`config.mk`:
```
export PLATFORM = sky130hd
export DESIGN_NAME = mstd_lane
export DESIGN_NICKNAME = d
export VERILOG_FILES = /design/src/rtl/core/mstd_pkg.sv /design/src/rtl/core/mstd_lane.sv
export SDC_FILE = /design/constraint.sdc
export NUM_CORES = 1
export LEC_CHECK = 0
export BUFFER_PORTS_ARGS = -buffer_cell sky130_fd_sc_hd__buf_2
export CAP_MARGIN = 5
export CORE_MARGIN = 2
export CORE_UTILIZATION = 51
export DETAILED_ROUTE_END_ITERATION = 8
export GPL_TIMING_DRIVEN = 0
export PLACE_DENSITY = 0.72
export SLEW_MARGIN = 20
export SYNTH_ARGS = -nofsm -noshare
export SYNTH_HDL_FRONTEND = slang
export SYNTH_SLANG_ARGS = --single-unit
```
`constraint.sdc`:
```
create_clock -name clk -period 13.6 [get_ports clk]
set_input_delay 0.68 -clock clk [delete_from_list [all_inputs] [get_ports clk]]
set_output_delay 0.68 -clock clk [all_outputs]
set_load 0.05 [all_outputs]
```
`src/rtl/core/mstd_pkg.sv`:
```
// ----------------------------------------------------------------------------
// mstd_pkg
// Shared widths, defaults and control types for the four-channel mean and
// standard deviation block.
// ----------------------------------------------------------------------------
package mstd_pkg;

  localparam int NUM_CH           = 4;
  localparam int SCORE_W          = 8;
  localparam int CNT_W            = 17;
  localparam int SUM_W            = 24;
  localparam int SQ_W             = 32;
  localparam int MEAN_W           = 16;
  localparam int DEV_W            = 15;
  localparam int MAX_W            = 25;
  localparam int DEF_MAX_RECORDS  = 65536;
  localparam int DEF_SCORE_BITS   = 8;

  // per-lane accumulator control
  typedef struct packed {
    logic add;
    logic clr;
  } lane_ctl_t;

  // per-lane final statistic
  typedef struct packed {
    logic              done;
    logic [MEAN_W-1:0] mean;
    logic [DEV_W-1:0]  dev;
  } stat_res_t;

endpackage

```
`src/rtl/core/mstd_lane.sv`:
```
// ----------------------------------------------------------------------------
// mstd_lane
// One channel accumulator: running sum and sum of squares of the scores.
// ----------------------------------------------------------------------------
module mstd_lane #(
  parameter int SCORE_BITS = mstd_pkg::DEF_SCORE_BITS
) (
  input  logic                          clk,
  input  logic                          rst,
  input  mstd_pkg::lane_ctl_t           ctl,
  input  logic [mstd_pkg::SCORE_W-1:0]  score,
  output logic [mstd_pkg::SUM_W-1:0]    sum,
  output logic [mstd_pkg::SQ_W-1:0]     square_sum
);
  import mstd_pkg::*;

  localparam logic [SCORE_W-1:0] ScoreMask =
    (SCORE_BITS >= SCORE_W) ? {SCORE_W{1'b1}} : SCORE_W'((1 << SCORE_BITS) - 1);

  logic [SCORE_W-1:0]   s;
  logic [2*SCORE_W-1:0] sq;

  assign s  = score & ScoreMask;
  assign sq = s * s;

  always_ff @(posedge clk) begin
    if (rst || ctl.clr) begin
      sum        <= '0;
      square_sum <= '0;
    end else if (ctl.add) begin
      sum        <= sum + SUM_W'(s);
      square_sum <= square_sum + SQ_W'(sq);
    end
  end

endmodule

```
Word level (Yosys, flattened, before mapping)
Index checks and enable logic that the tools add are counted.
{ "totals": {"inputBits": 12, "ff_bits": 56} }
{ "op_classes": {"n_mul": 1, "add_sub_neg": 2, "n_reduce_logical": 1} }
{ "ops": {"columns": ["op", "count"], "rows": [
  ["$add 32x16->32", 1],
  ["$add 24x8->24", 1],
  ["$mul 8x8->16", 1],
  ["$logic_or 1x1->1", 1]
]} }

Logic depth before layout (Yosys ltp)
{ "logic_depth": {"word_depth": 2, "mapped_depth": 17, "ltp_nobuf": 17} }

Worst setup path after synthesis
No wires, ideal clock.
{ "synth_timing": {"path_type": "input to register", "start": "input score[5] in the netlist's numbering", "end": "register square_sum[26] in the netlist's numbering", "required_ns": 13.530, "cell_stages": 15, "t_arrival_ns": 4.734, "n_path_buf": 1, "slack_ns": 8.795, "path_cell_list": "clkbuf_1 > and2_1 > fa_1 > fa_1 > fa_1 > inv_1 > fa_1 > inv_1 > ha_1 > a21o_1 > a31oi_2 > o21ai_1 > a211oi_1 > o21ai_0 > a21oi_1"} }
{ "synth_between": {"elab_chain_cells": 2} }
{ "synth_lines": {"columns": ["element", "line", "source"], "rows": [
  ["start, declared", "mstd_lane.sv:11", "input logic [mstd_pkg::SCORE_W-1:0] score,"],
  ["$mul 8x8->16", "mstd_lane.sv:24", "assign sq = s * s;"],
  ["$add 32x16->32", "mstd_lane.sv:32", "square_sum <= square_sum + SQ_W'(sq);"],
  ["end signal, assigned", "mstd_lane.sv:32", null],
  ["end, declared", "mstd_lane.sv:13", "output logic [mstd_pkg::SQ_W-1:0] square_sum"]
]} }
Every way passes these cells.
A chain may end at the register's enable or synchronous reset.

Worst setup path in the final report
{ "layout_timing": {"start": "input score[5] in the netlist's numbering", "end": "register square_sum[25] in the netlist's numbering"} }
The elaborated chain is that of the path after synthesis.

==> results.md <==
- The flow ran to the end, and the final reports show no timing, DRC or antenna violations.
- The register clock-pin slew on the reported worst setup and hold paths is 100 ps.
- The core footprint is 9860 um2.
- After clock tree synthesis, the flow added hold-fix buffers numbering 0.
- Ranked by instance count, the synthesized netlist is headed by sky130_fd_sc_hd__inv_1 (75), sky130_fd_sc_hd__dfxtp_1 (56), sky130_fd_sc_hd__ha_1 (49), sky130_fd_sc_hd__nand2_1 (49), sky130_fd_sc_hd__nor2_1 (43).
- The clock passes through at most 2 buffers.
- The path category of the worst min-delay check is reg2reg.
- When the netlist entered floorplanning its net count stood at 716.
- The global-route wire length before repair is 21,700 um.
- The most instantiated flip-flop cell in the synthesis netlist is sky130_fd_sc_hd__dfxtp_1.
- Entering global routing, the biggest net connects 19 pins.
- In this run the vertical extent of the chip is 105 um.
- The number of global-route vias before repair is 4,504.
- Overall power consumption after layout is estimated at 0.000805 W.
- Of the cells placed in the final design, the portion with a size suffix greater than 1 is 0.129.
- The slew at the pin closest to its max-slew limit is 826 ps.
- The number of antenna diodes in the final layout is 0.
- The maximum vdd ir drop is between 0.08 and 0.09 mV.
- The post-CTS repair timing setup buffer count is 0.
- The die covers 11,100 um2.
- The final period demand of the worst path is 5150 ps.
- The critical path in this run is classified as in2reg.
- The routed design uses approximately 6400 um of met2 wire.
- The post-cts gate resize count is 0.
- The clock buffer count from CTS is 5.
- The area share of the largest cell type after synthesis is 0.215.
- At the worst endpoint, the required time is 13,860 ps.
- The TritonCTS clock tree is done.
- The final worst-path cycle share is 0.379.
- Yosys mapped a number of flops with a built-in enable equal to 0.
- The count of nets left with antenna violations once routing finished came out at 0.
- The worst setup margin is 8450 ps.
- In this run the count of I/O pins placed on the die edge is a little under 70.
- The most area-hungry cell type in the Yosys netlist is sky130_fd_sc_hd__dfxtp_1.
- By area the synthesized netlist is led by sky130_fd_sc_hd__dfxtp_1 (21%), sky130_fd_sc_hd__fa_1 (15%), sky130_fd_sc_hd__ha_1 (12%).
- The worst slack on hold paths is 472 ps.
- Setup total negative slack on the finished layout was measured at 0 ps.
- The async set-reset flop share out of synthesis is 0.
- Static timing analysis puts the maximum clock frequency at slightly below 0.2 GHz.
- The number of max-cap violations is 0.
- The post-placement cell area is roughly 5700 um2.
- The number of I/O port buffers is 67.
- The finished cells cover 5820 um2.
- The worst-case clock skew is 10.7 ps.
- After the first detailed-routing iteration, the DRC count stood at between 150 and 200.
- The all-layer global routing usage is 0.241.
- The mapped netlist covers 5220 um2.
- The total of warnings raised by yosys is 0.
- The root buffer cell chosen for the clock tree is sky130_fd_sc_hd__clkbuf_8.
- The worst setup timing slack at the placement stage is 8160 ps.
- The average routed wire per standard cell is about 16 um.
- The flip-flop and latch count after synthesis is 56.
- Of all nets on the critical path, the largest fanout is 9.
- The count of endpoints failing hold in the final timing report was 0.
- The worst relative slew slack is 0.449.
- The post-detailed-route DRC marker count is 0.
- After detailed routing, the wire length on met1 is 5820 um.
- The final-stage net count is 790.
- Data arrives at the worst endpoint at ~5400 ps.
- Routed signal wires occupy layers up through met4.
- The power density over cell area is 138 nW/um2.
- The iteration count of the initial detailed-routing pass is 5.
- The number of H-tree levels is 2.
- The worst setup path is launched from a primary input.
- Summed over all nets, wire length on met3 after detailed routing comes to 637 um.
- In the synthesized netlist, the number of instances is ~620.
- The number of distinct standard cells referenced by the synthesized netlist is 56.
- The initial standard-cell utilization of the core is 0.530.
- The clock latency on the worst-skew pair is 330 ps.
- The register area share after synthesis is 0.215.
- Setup repair after global routing left no endpoint under its margin.
- The number of antenna violations at the first check in global routing is 0.
- The most common cell in the synthesized netlist is sky130_fd_sc_hd__inv_1.
- Measured along the x axis, the die boundary spans 105 um.
- In this run the mean area of a mapped cell was roughly 8.5 um2.
- The total length of routed wires is 13,000 um.
- The row count is 36.
- For this block, the via count after detailed routing is 4,694.
- Summed over all cells, the static leakage comes to 2.71 nW.
- The final estimated routing congestion in global placement is 0.855.
- In the routed layout, each cell is associated on average with a via count of about 5.7.
- The number of slew-limit violations in the final report was 0.
- The total overflow left after global routing is 0.
- Counting every sink on the clock net gives 56.
- The final setup violation count is 0.
- The placed wire-length estimate is 10,200 um.
- Compared with the post-synthesis result, the final layout area differs by 11.4%.
- STA classifies the critical path endpoint as a flop.
area by class of cell:
type                            count  area (um2)
Tap cell                          133         166
Sequential cell                    56        1120
Inverter                           76         285
Multi-Input combinational cell    461        3730
Clock inverter                      3        23.8
Timing Repair Buffer               67         335
Clock buffer                        5        68.8
Fill cell                         933        4050
Buffer                             22        85.1
kinds of logic (layout without fill, tap and decap cells):
group | after synthesis | after routing | share of synthesized area
xor gates and xnor gates | 23 | 23 | 0.0386
DFF | 56 | 56 | 0.215
buffers and inverters | 98 | 173 | 0.0709
and+or+nand+nor | 200 | 200 | 0.193
AOI/OAI and AO/OA | 130 | 130 | 0.176
muxes | 19 | 19 | 0.0364
adders and majority gates | 89 | 89 | 0.271
per-layer routing:
metal | vias to the layer above | GRT usage
met3 | 9 | 0.0343
met4 | 0 | 0.0571
met1 | 2291 | 0.325
met5 | - | 0
li1 | 2282 | -
met2 | 112 | 0.406
registers in the layout (all words and copies together) (netlist names):
| signal | count |
|---|---|
| sum | 24 |
| square_sum | 32 |
critical path: stages:
cell and delay (ps):
sky130_fd_sc_hd__buf_2 130, sky130_fd_sc_hd__clkbuf_1 410, sky130_fd_sc_hd__nand2_1 230, sky130_fd_sc_hd__fa_1 480
sky130_fd_sc_hd__fa_1 490, sky130_fd_sc_hd__fa_1 530, sky130_fd_sc_hd__fa_1 560, sky130_fd_sc_hd__inv_1 50
sky130_fd_sc_hd__ha_1 340, sky130_fd_sc_hd__o211ai_1 120, sky130_fd_sc_hd__a21o_1 220, sky130_fd_sc_hd__a211oi_4 400
sky130_fd_sc_hd__o2111ai_2 230, sky130_fd_sc_hd__a2111o_1 460, sky130_fd_sc_hd__o21ai_1 80
report_power, final:
group	total, W	switching (W)	internal [W]
clock network	0.0000991	0.0000624	0.0000367
registers	0.000187	0.0000123	0.000175
logic	0.000519	0.000327	0.000192
total	0.000805	0.000402	0.000404
per-stage QoR:
step / std cells / util
finish: 823 / 0.590
global route: 823 / 0.590
CTS: 823 / 0.590
detailed placement: 815 / 0.580
global placement: 815 / 0.580
floorplan: 615 / -
cell usage in the layout (no fill, tap or decap), drive strengths merged, types with 4 or more instances in the layout:
cell,n
o211ai,8
xor2,13
and3,11
a211oi,6
clkbuf,22
a2111o,6
o21a,8
xnor2,10
a21o,11
nor2,43
and2,20
or3,12
buf,72
dfxtp,56
nor2b,4
a31oi,5
nand2,49
nand3,16
o21ai,29
or4,4
mux2i,19
a21oi,33
nand4,15
ha,49
nor3,11
fa,40
inv,75
path summary, 6_finish.rpt:
check                      start              to  slack [ps]  cells past startpoint
hold reg to reg   square_sum[31]  square_sum[31]         470                      2
hold / removal    square_sum[31]  square_sum[31]         470                      2
setup reg to reg   square_sum[7]  square_sum[25]        9150                     13
setup / recovery        score[5]  square_sum[25]        8450                     15
Note: power is estimated with default switching activity, not from simulation.
