[src/rtl/core/mstd_pkg.sv]
// ----------------------------------------------------------------------------
// mstd_pkg
// Shared widths, defaults and control types for the four-channel mean and
// standard deviation block.
// ----------------------------------------------------------------------------
package mstd_pkg;

  localparam int NUM_CH           = 4;
  localparam int SCORE_W          = 8;
  localparam int CNT_W            = 17;
  localparam int SUM_W            = 24;
  localparam int SQ_W             = 32;
  localparam int MEAN_W           = 16;
  localparam int DEV_W            = 15;
  localparam int MAX_W            = 25;
  localparam int DEF_MAX_RECORDS  = 65536;
  localparam int DEF_SCORE_BITS   = 8;

  // per-lane accumulator control
  typedef struct packed {
    logic add;
    logic clr;
  } lane_ctl_t;

  // per-lane final statistic
  typedef struct packed {
    logic              done;
    logic [MEAN_W-1:0] mean;
    logic [DEV_W-1:0]  dev;
  } stat_res_t;

endpackage

[src/rtl/core/mstd_stat.sv]
// ----------------------------------------------------------------------------
// mstd_stat
// End-of-set unit for one channel: mean by restoring division, deviation by
// division of the scaled variance and a digit-by-digit square root.
// ----------------------------------------------------------------------------
module mstd_stat (
  input  logic                        clk,
  input  logic                        rst,
  input  logic                        start,
  input  logic [mstd_pkg::CNT_W-1:0]  n,
  input  logic [mstd_pkg::SUM_W-1:0]  sum,
  input  logic [mstd_pkg::SQ_W-1:0]   square_sum,
  output mstd_pkg::stat_res_t         res
);
  import mstd_pkg::*;

  typedef enum logic [4:0] {
    ST_IDLE = 5'b00001,
    ST_MUL  = 5'b00010,
    ST_SUB  = 5'b00100,
    ST_DIV  = 5'b01000,
    ST_SQRT = 5'b10000
  } state_t;

  state_t state;
  logic             done;
  logic [CNT_W-1:0] n_r;
  logic [SUM_W-1:0] s_r;
  logic [SQ_W-1:0]  q_r;
  logic [48:0]      nq;
  logic [47:0]      ss;
  logic [33:0]      nn;
  logic [63:0]      x_sh;
  logic [34:0]      rem_d;
  logic [31:0]      m_sh;
  logic [17:0]      rem_m;
  logic [33:0]      rem_s;
  logic [31:0]      root;
  logic [5:0]       cnt;

  logic [48:0] d;
  logic [34:0] rem_d_sh;
  logic [17:0] rem_m_sh;
  logic [33:0] rem_s_sh;
  logic [33:0] trial;

  assign d        = (nq > {1'b0, ss}) ? (nq - {1'b0, ss}) : '0;
  assign rem_d_sh = {rem_d[33:0], x_sh[63]};
  assign rem_m_sh = {rem_m[16:0], m_sh[31]};
  assign rem_s_sh = {rem_s[31:0], x_sh[63:62]};
  assign trial    = {root, 2'b01};

  always_ff @(posedge clk) begin
    if (rst) begin
      state <= ST_IDLE;
      done  <= 1'b0;
      cnt   <= '0;
    end else begin
      done <= 1'b0;
      unique case (state)
        ST_IDLE: begin
          if (start) begin
            n_r   <= n;
            s_r   <= sum;
            q_r   <= square_sum;
            state <= ST_MUL;
          end
        end
        ST_MUL: begin
          nq    <= 49'(n_r) * 49'(q_r);
          ss    <= 48'(s_r) * 48'(s_r);
          nn    <= 34'(n_r) * 34'(n_r);
          state <= ST_SUB;
        end
        ST_SUB: begin
          // keep only what survives a 64-bit left shift by 16
          x_sh  <= {d[47:0], 16'b0};
          rem_d <= '0;
          m_sh  <= {s_r, 8'b0};
          rem_m <= '0;
          cnt   <= '0;
          state <= ST_DIV;
        end
        ST_DIV: begin
          if (rem_d_sh >= {1'b0, nn}) begin
            rem_d <= rem_d_sh - {1'b0, nn};
            x_sh  <= {x_sh[62:0], 1'b1};
          end else begin
            rem_d <= rem_d_sh;
            x_sh  <= {x_sh[62:0], 1'b0};
          end
          // mean division runs over the first half of the count
          if (!cnt[5]) begin
            if (rem_m_sh >= {1'b0, n_r}) begin
              rem_m <= rem_m_sh - {1'b0, n_r};
              m_sh  <= {m_sh[30:0], 1'b1};
            end else begin
              rem_m <= rem_m_sh;
              m_sh  <= {m_sh[30:0], 1'b0};
            end
          end
          cnt <= cnt + 6'd1;
          if (cnt == 6'd63) begin
            rem_s <= '0;
            root  <= '0;
            state <= ST_SQRT;
          end
        end
        ST_SQRT: begin
          x_sh <= {x_sh[61:0], 2'b00};
          if (rem_s_sh >= trial) begin
            rem_s <= rem_s_sh - trial;
            root  <= {root[30:0], 1'b1};
          end else begin
            rem_s <= rem_s_sh;
            root  <= {root[30:0], 1'b0};
          end
          cnt <= cnt + 6'd1;
          if (cnt[4:0] == 5'd31) begin
            done  <= 1'b1;
            state <= ST_IDLE;
          end
        end
        default: state <= ST_IDLE;
      endcase
    end
  end

  assign res.done = done;
  assign res.mean = m_sh[MEAN_W-1:0];
  assign res.dev  = root[DEV_W-1:0];

endmodule
[config.mk]
export PLATFORM = sky130hd
export DESIGN_NAME = mstd_stat
export DESIGN_NICKNAME = d
export VERILOG_FILES = /design/src/rtl/core/mstd_pkg.sv /design/src/rtl/core/mstd_stat.sv
export SDC_FILE = /design/constraint.sdc
export NUM_CORES = 2
export LEC_CHECK = 0
export ABC_AREA = 1
export BUFFER_PORTS_ARGS = -buffer_cell sky130_fd_sc_hd__buf_4
export CAP_MARGIN = 10
export CORE_UTILIZATION = 65
export CTS_CLUSTER_SIZE = 12
export DETAILED_ROUTE_END_ITERATION = 10
export PLACE_DENSITY = 0.82
export RECOVER_POWER = 25
export SETUP_SLACK_MARGIN = 0.3
export SYNTH_ARGS = -nofsm -noshare
export SYNTH_HDL_FRONTEND = slang
export SYNTH_SLANG_ARGS = --single-unit
[constraint.sdc]
create_clock -name clk -period 17 [get_ports clk]
set_input_delay 2.55 -clock clk [delete_from_list [all_inputs] [get_ports clk]]
set_output_delay 2.55 -clock clk [all_outputs]
set_load 0.05 [all_outputs]
Word-level counts from Yosys, hierarchy flattened --
Cells that the tools add are included.
Cells by class: multiplexer cells 23, shifts and indexed selects 0, bitwise operators 2, reduce and logical (&&, ||, !) cells 13, div/mod/pow operators 0, multiply operators 3, equal/unequal tests 11, add/sub/neg operators 5, magnitude comparators 4
Operators by type and width (number):
- $pmux W32 S2 | 3
- $pmux W64 S3 | 1
- $mux W32 | 4
- $pmux W34 S2 | 1
- $gt A49 B48 Y1 | 1
- $mul A17 B32 Y49 | 1
- $mul A24 B24 Y48 | 1
- $mux W48 | 1
- $sub A48 B48 Y48 | 1
- $ge A35 B34 Y1 | 1
- $ge A34 B34 Y1 | 1
- $mul A17 B17 Y34 | 1
- $mux W17 | 2
- $mux W34 | 1
- $pmux W17 S2 | 1
- $sub A34 B34 Y34 | 1
- $sub A32 B32 Y32 | 1
- $pmux W5 S5 | 1
- $ge A18 B17 Y1 | 1
- $sub A17 B17 Y17 | 1
- $mux W5 | 3
- $pmux W6 S2 | 1
- $reduce_and A3 Y1 | 4
- $eq A5 B5 Y1 const B | 2
- 13 further kinds | 25
Storage, ports and cells: input port bits 76, word-level logic and storage cells 76, RAM bits 0, flip-flop bits (word level) 427, memories 0, memory bits (read-only) 0, output and inout port bits 32, latch bits 0

Longest topological paths before layout --
depth in word-level cells 4, mapped depth 29, depth with buffers taken out 27

Least setup slack after synthesis --
Ideal clock, no wire load.
kind input -> register, start point input rst, end point register nn[0], enable pin, arrival time 8.135 ns, cell stages on the path 2, data required time 16.381 ns, library setup time 0.619 ns, buffers on the path 1, path slack 8.246 ns, cells stage by stage buf_1 -> nor2_1
Between the ends: word-level cells in the longest chain between the ends 2
Ends and longest elaborated chain:
- start: declaration | RTL line mstd_stat.sv:8 | input logic rst,
- $not A1 Y1 (no source line)
- $reduce_and A2 Y1 (no source line)
- end signal: assignment | RTL line mstd_stat.sv:72 | nn <= 34'(n_r) * 34'(n_r);
- end: declaration | RTL line mstd_stat.sv:32 | logic [33:0] nn;
No other way between the ends. A chain may end at the register's enable or synchronous reset.

Worst setup path in the final report --
start point register n_r[0], end point register nn[29], data pin
Between the ends: word-level cells in the longest chain between the ends 1
Ends and longest elaborated chain:
- start: declaration | RTL line mstd_stat.sv:27 | logic [CNT_W-1:0] n_r;
- start signal: assignment | RTL line mstd_stat.sv:63 | n_r <= n;
- $mul A17 B17 Y34 | RTL line mstd_stat.sv:72
No other way between the ends.

==> run_results.csv <==
group,metric,value,unit
cells_and_area,synthToLayoutAreaGrowth,4.664,%
hold_path,min-delay-start,"cnt[3]$_SDFFE_PP0N_",
cts,h-tree-depth,2,
hold_path,min_path_cells,2,
floorplanning,die_h,332.2,um
detailed_routing,ant_nets,0,
sta,clock-skew-final,0.04834,ns
cells_and_area,nNetsFinal,10750,
placement,dp_hpwl,146300,um
cts,root_buffer,"clkbuf_16",
synth,ys_seq_elements,425,
synth,syn_area_per_cell,7.751,um^2
global_route,grt_util_all_layers,0.3420,
job,cap_viol_max_count,5,
synth,synth_top_area_cell,"fa_1",
global_route,grt_pass1_wl,299700,um
floorplanning,initial_core_util,0.6584,
setup_path,rrSetupSlack,8.99,ns
global_route,antenna_found_initial,3,
cts,path_clk_slew,0.06,ns
cts,cts.sinks,425,
sta,fmax,0.1249,GHz
cts,clock_path_buffers,3,
synth,synth_flop_cell,"edfxtp_1",
floorplanning,die_area,110400,um^2
setup_path,r2r_cells,23,
hold_path,min_to,"cnt[3]$_SDFFE_PP0N_",
synth,ys_async_sr_fraction,0,
synth,synth_edf_count,413,
sta,maxSlewHeadroom,-1.604,
synth,syn-num-nets,10840,
placement,portBuffers,107,
cts,cts_tree,"built",
setup_path,r2r-end,"nn[29]$_DFFE_PP_",
synth,synthTopCellsByArea,"fa_1 (30%), edfxtp_1 (17%), inv_1 (14%)",
synth,ys_warn_count,0,
detailed_routing,drc,0,
floorplanning,fp.dieW,332.2,um
setup_path,cp.arrival,8.38,ns
setup_path,crit_type,"reg2reg",
outcome,status,"finished with violations",
setup_path,worstPathRequired,17.37,ns
cts,cts_resized,0,
floorplanning,boundaryPins,108,
detailed_routing,vias_per_cell,5.383,
floorplanning,rows,120,
setup_path,worstReg2RegStart,"n_r[0]$_DFFE_PP_",
hold_path,worst_hold_path_type,"reg2reg",
synth,synth_common_cells,"inv_1 (2,553), nand2_1 (2,389), fa_1 (1,070)",
synth,synth_cell_types,53,
detailed_routing,wirelength,183400,um
setup_path,crit_top_cell,"nand2_1",
cells_and_area,drive_above_1_share,0.03351,
synth,synth.most_common_cell,"inv_1",
synth,yosysTopAreaCellShare,0.3022,
cts,clock_latency,0.69,ns
detailed_routing,avgRoutedWirePerCell,17.46,um
sta,fin_crit_sh,0.4709,
global_route,overflow,0,
sta,hold_viol,0,
synth,mappedNetlistArea,70880,um^2
detailed_routing,num_vias,56560,
setup_path,slowest_delay,2.29,ns
sta,rsz0062_at_grt,"false",
sta,worst_pin_slew,3.905,ns
detailed_routing,drt_first_pass_iters,6,
global_route,grt_max_degree,89,
placement,place.gp.congestion,1.011,
setup_path,cp_max_fo,51,
detailed_routing,drtIter0Drc,4605,
setup_path,cp-end-kind,"flop",
setup_path,start_kind,"flop",
synth,synth.yosys.seq_area_share,0.1784,
sta,period_needed,8.006,ns
cts,numCtsBuffers,53,
sta,drv_slew,314,
floorplanning,core-area,107700,um^2
synth,syn_inst,9144,
cts,ctsHoldBuffers,0,
setup_path,worstPathCellList,"clkbuf_1 -> nand2_1 -> inv_1 -> fa_1 -> inv_1 -> fa_1 -> inv_1 -> fa_1 -> inv_1 -> fa_1 -> fa_1 -> inv_1 -> fa_1 -> ha_1 -> nand2_1 -> nor2_1 -> nand2_1 -> o21ai_0 -> nand2_1 -> nand2_1 -> nand2_1 -> nand3_1 -> nand2_1",
sta,final-setup-viol-count,0,
global_route,grt_pass1_vias,58740,
outcome,failed_checks,"max-capacitance violations, max-slew violations",
sta,tns,0,ns
cts,post-cts-setup-buffers,0,
setup_path,worst_path_max_delay_cell,"clkbuf_1",
==> final cells by class <==
class / count / area (um^2)
inverters: 2570 / 9652
multi-input cells: 5860 / 47310
well taps: 1403 / 1755
repair buffers: 147 / 1077
clock inverters: 33 / 312.8
clock buffers: 66 / 1428
diodes: 2 / 5.005
fillers: 8923 / 33470
flip-flops and latches: 425 / 12640
==> cell usage in the layout (no fill, tap or decap), types with 11 or more instances in the layout <==
cell type	Yosys	final
inv_1	2553	2553
nand2_1	2389	2389
fa_1	1070	1070
nor2_1	633	629
ha_1	545	545
edfxtp_1	413	413
a21oi_1	284	284
nand3_1	170	170
o21ai_0	154	155
xor2_1	104	104
clkbuf_4	0	71
xnor2_1	70	70
buf_4	35	69
o21bai_1	68	68
nand4_1	62	62
o22ai_1	62	62
clkbuf_16	0	55
nor3_1	54	53
nand3b_1	41	41
nor2_2	22	22
o21a_1	19	19
a21o_1	19	19
clkbuf_1	209	17
inv_2	15	14
dfxtp_1	12	12
and2_1	11	11
clkinv_1	0	11
==> state kept, by name, summed over array words and instances, names as in the netlist <==
name,flops
cnt,6
done,1
m_sh,32
n_r,17
nn,33
nq,49
q_r,32
rem_d,34
rem_m,17
rem_s,32
root,32
s_r,24
ss,47
state,5
x_sh,64
==> critical path: cells and delay by family (launching register included) <==
family	cells	cell delay, ns
flops	1	0.32
fa+ha+maj	7	3.01
buf+inv	6	2.78
compound gates	1	0.47
simple gates	9	1.13
==> metrics by stage <==
step	setup WS [ns]	hold WS (ns)	instances	util	area, um^2
after floorplan	8.246	0.4244	9144	-	70880
after global placement	9.962	0.4665	10410	0.6734	72500
after detailed placement	9.837	0.4828	10410	0.6734	72500
after CTS	9.848	0.4923	10500	0.6896	74240
after global routing	8.526	0.5260	10510	0.6891	74180
final	8.994	0.4899	10510	0.6891	74180
==> worst max-delay path by stage <==
| stage | startpoint | to | slack [ns] | depth (start not counted) |
|---|---|---|---|---|
| 6_report | n_r[0]$_DFFE_PP_ | nn[29]$_DFFE_PP_ | 8.99 | 23 |
| 5_1_grt | n_r[0]$_DFFE_PP_ | nn[29]$_DFFE_PP_ | 8.53 | 23 |
| 4_1_cts | s_r[7]$_DFFE_PP_ | ss[29]$_DFFE_PP_ | 9.85 | 24 |
| 3_5_place_dp | s_r[7]$_DFFE_PP_ | ss[29]$_DFFE_PP_ | 9.84 | 24 |
| 3_3_place_gp | s_r[7]$_DFFE_PP_ | ss[29]$_DFFE_PP_ | 9.96 | 24 |
| 2_1_floorplan | rst | nn[0]$_DFFE_PP_ | 8.25 | 2 |
==> cells by family after synthesis <==
kind of cell	synth area share
AO/OA/AOI/OAI	0.05400
XOR/XNOR	0.02150
adder cells (fa/ha/maj)	0.3984
AND/OR/NAND/NOR	0.1931
flip-flops	0.1784
buffers and inverters	0.1546
==> routing by layer <==
| layer | wire [um] | global-route usage | up-vias |
|---|---|---|---|
| li1 | - | - | 26710 |
| met1 | 74990 | 0.4564 | 27200 |
| met2 | 87360 | 0.5722 | 2214 |
| met3 | 14010 | 0.04525 | 432 |
| met4 | 7091 | 0.1258 | 0 |
| met5 | 0 | 0 | - |
Power is left out: the tool's default activity adds up to more than one toggle a clock period on the data nets, which glitch-free logic cannot reach.
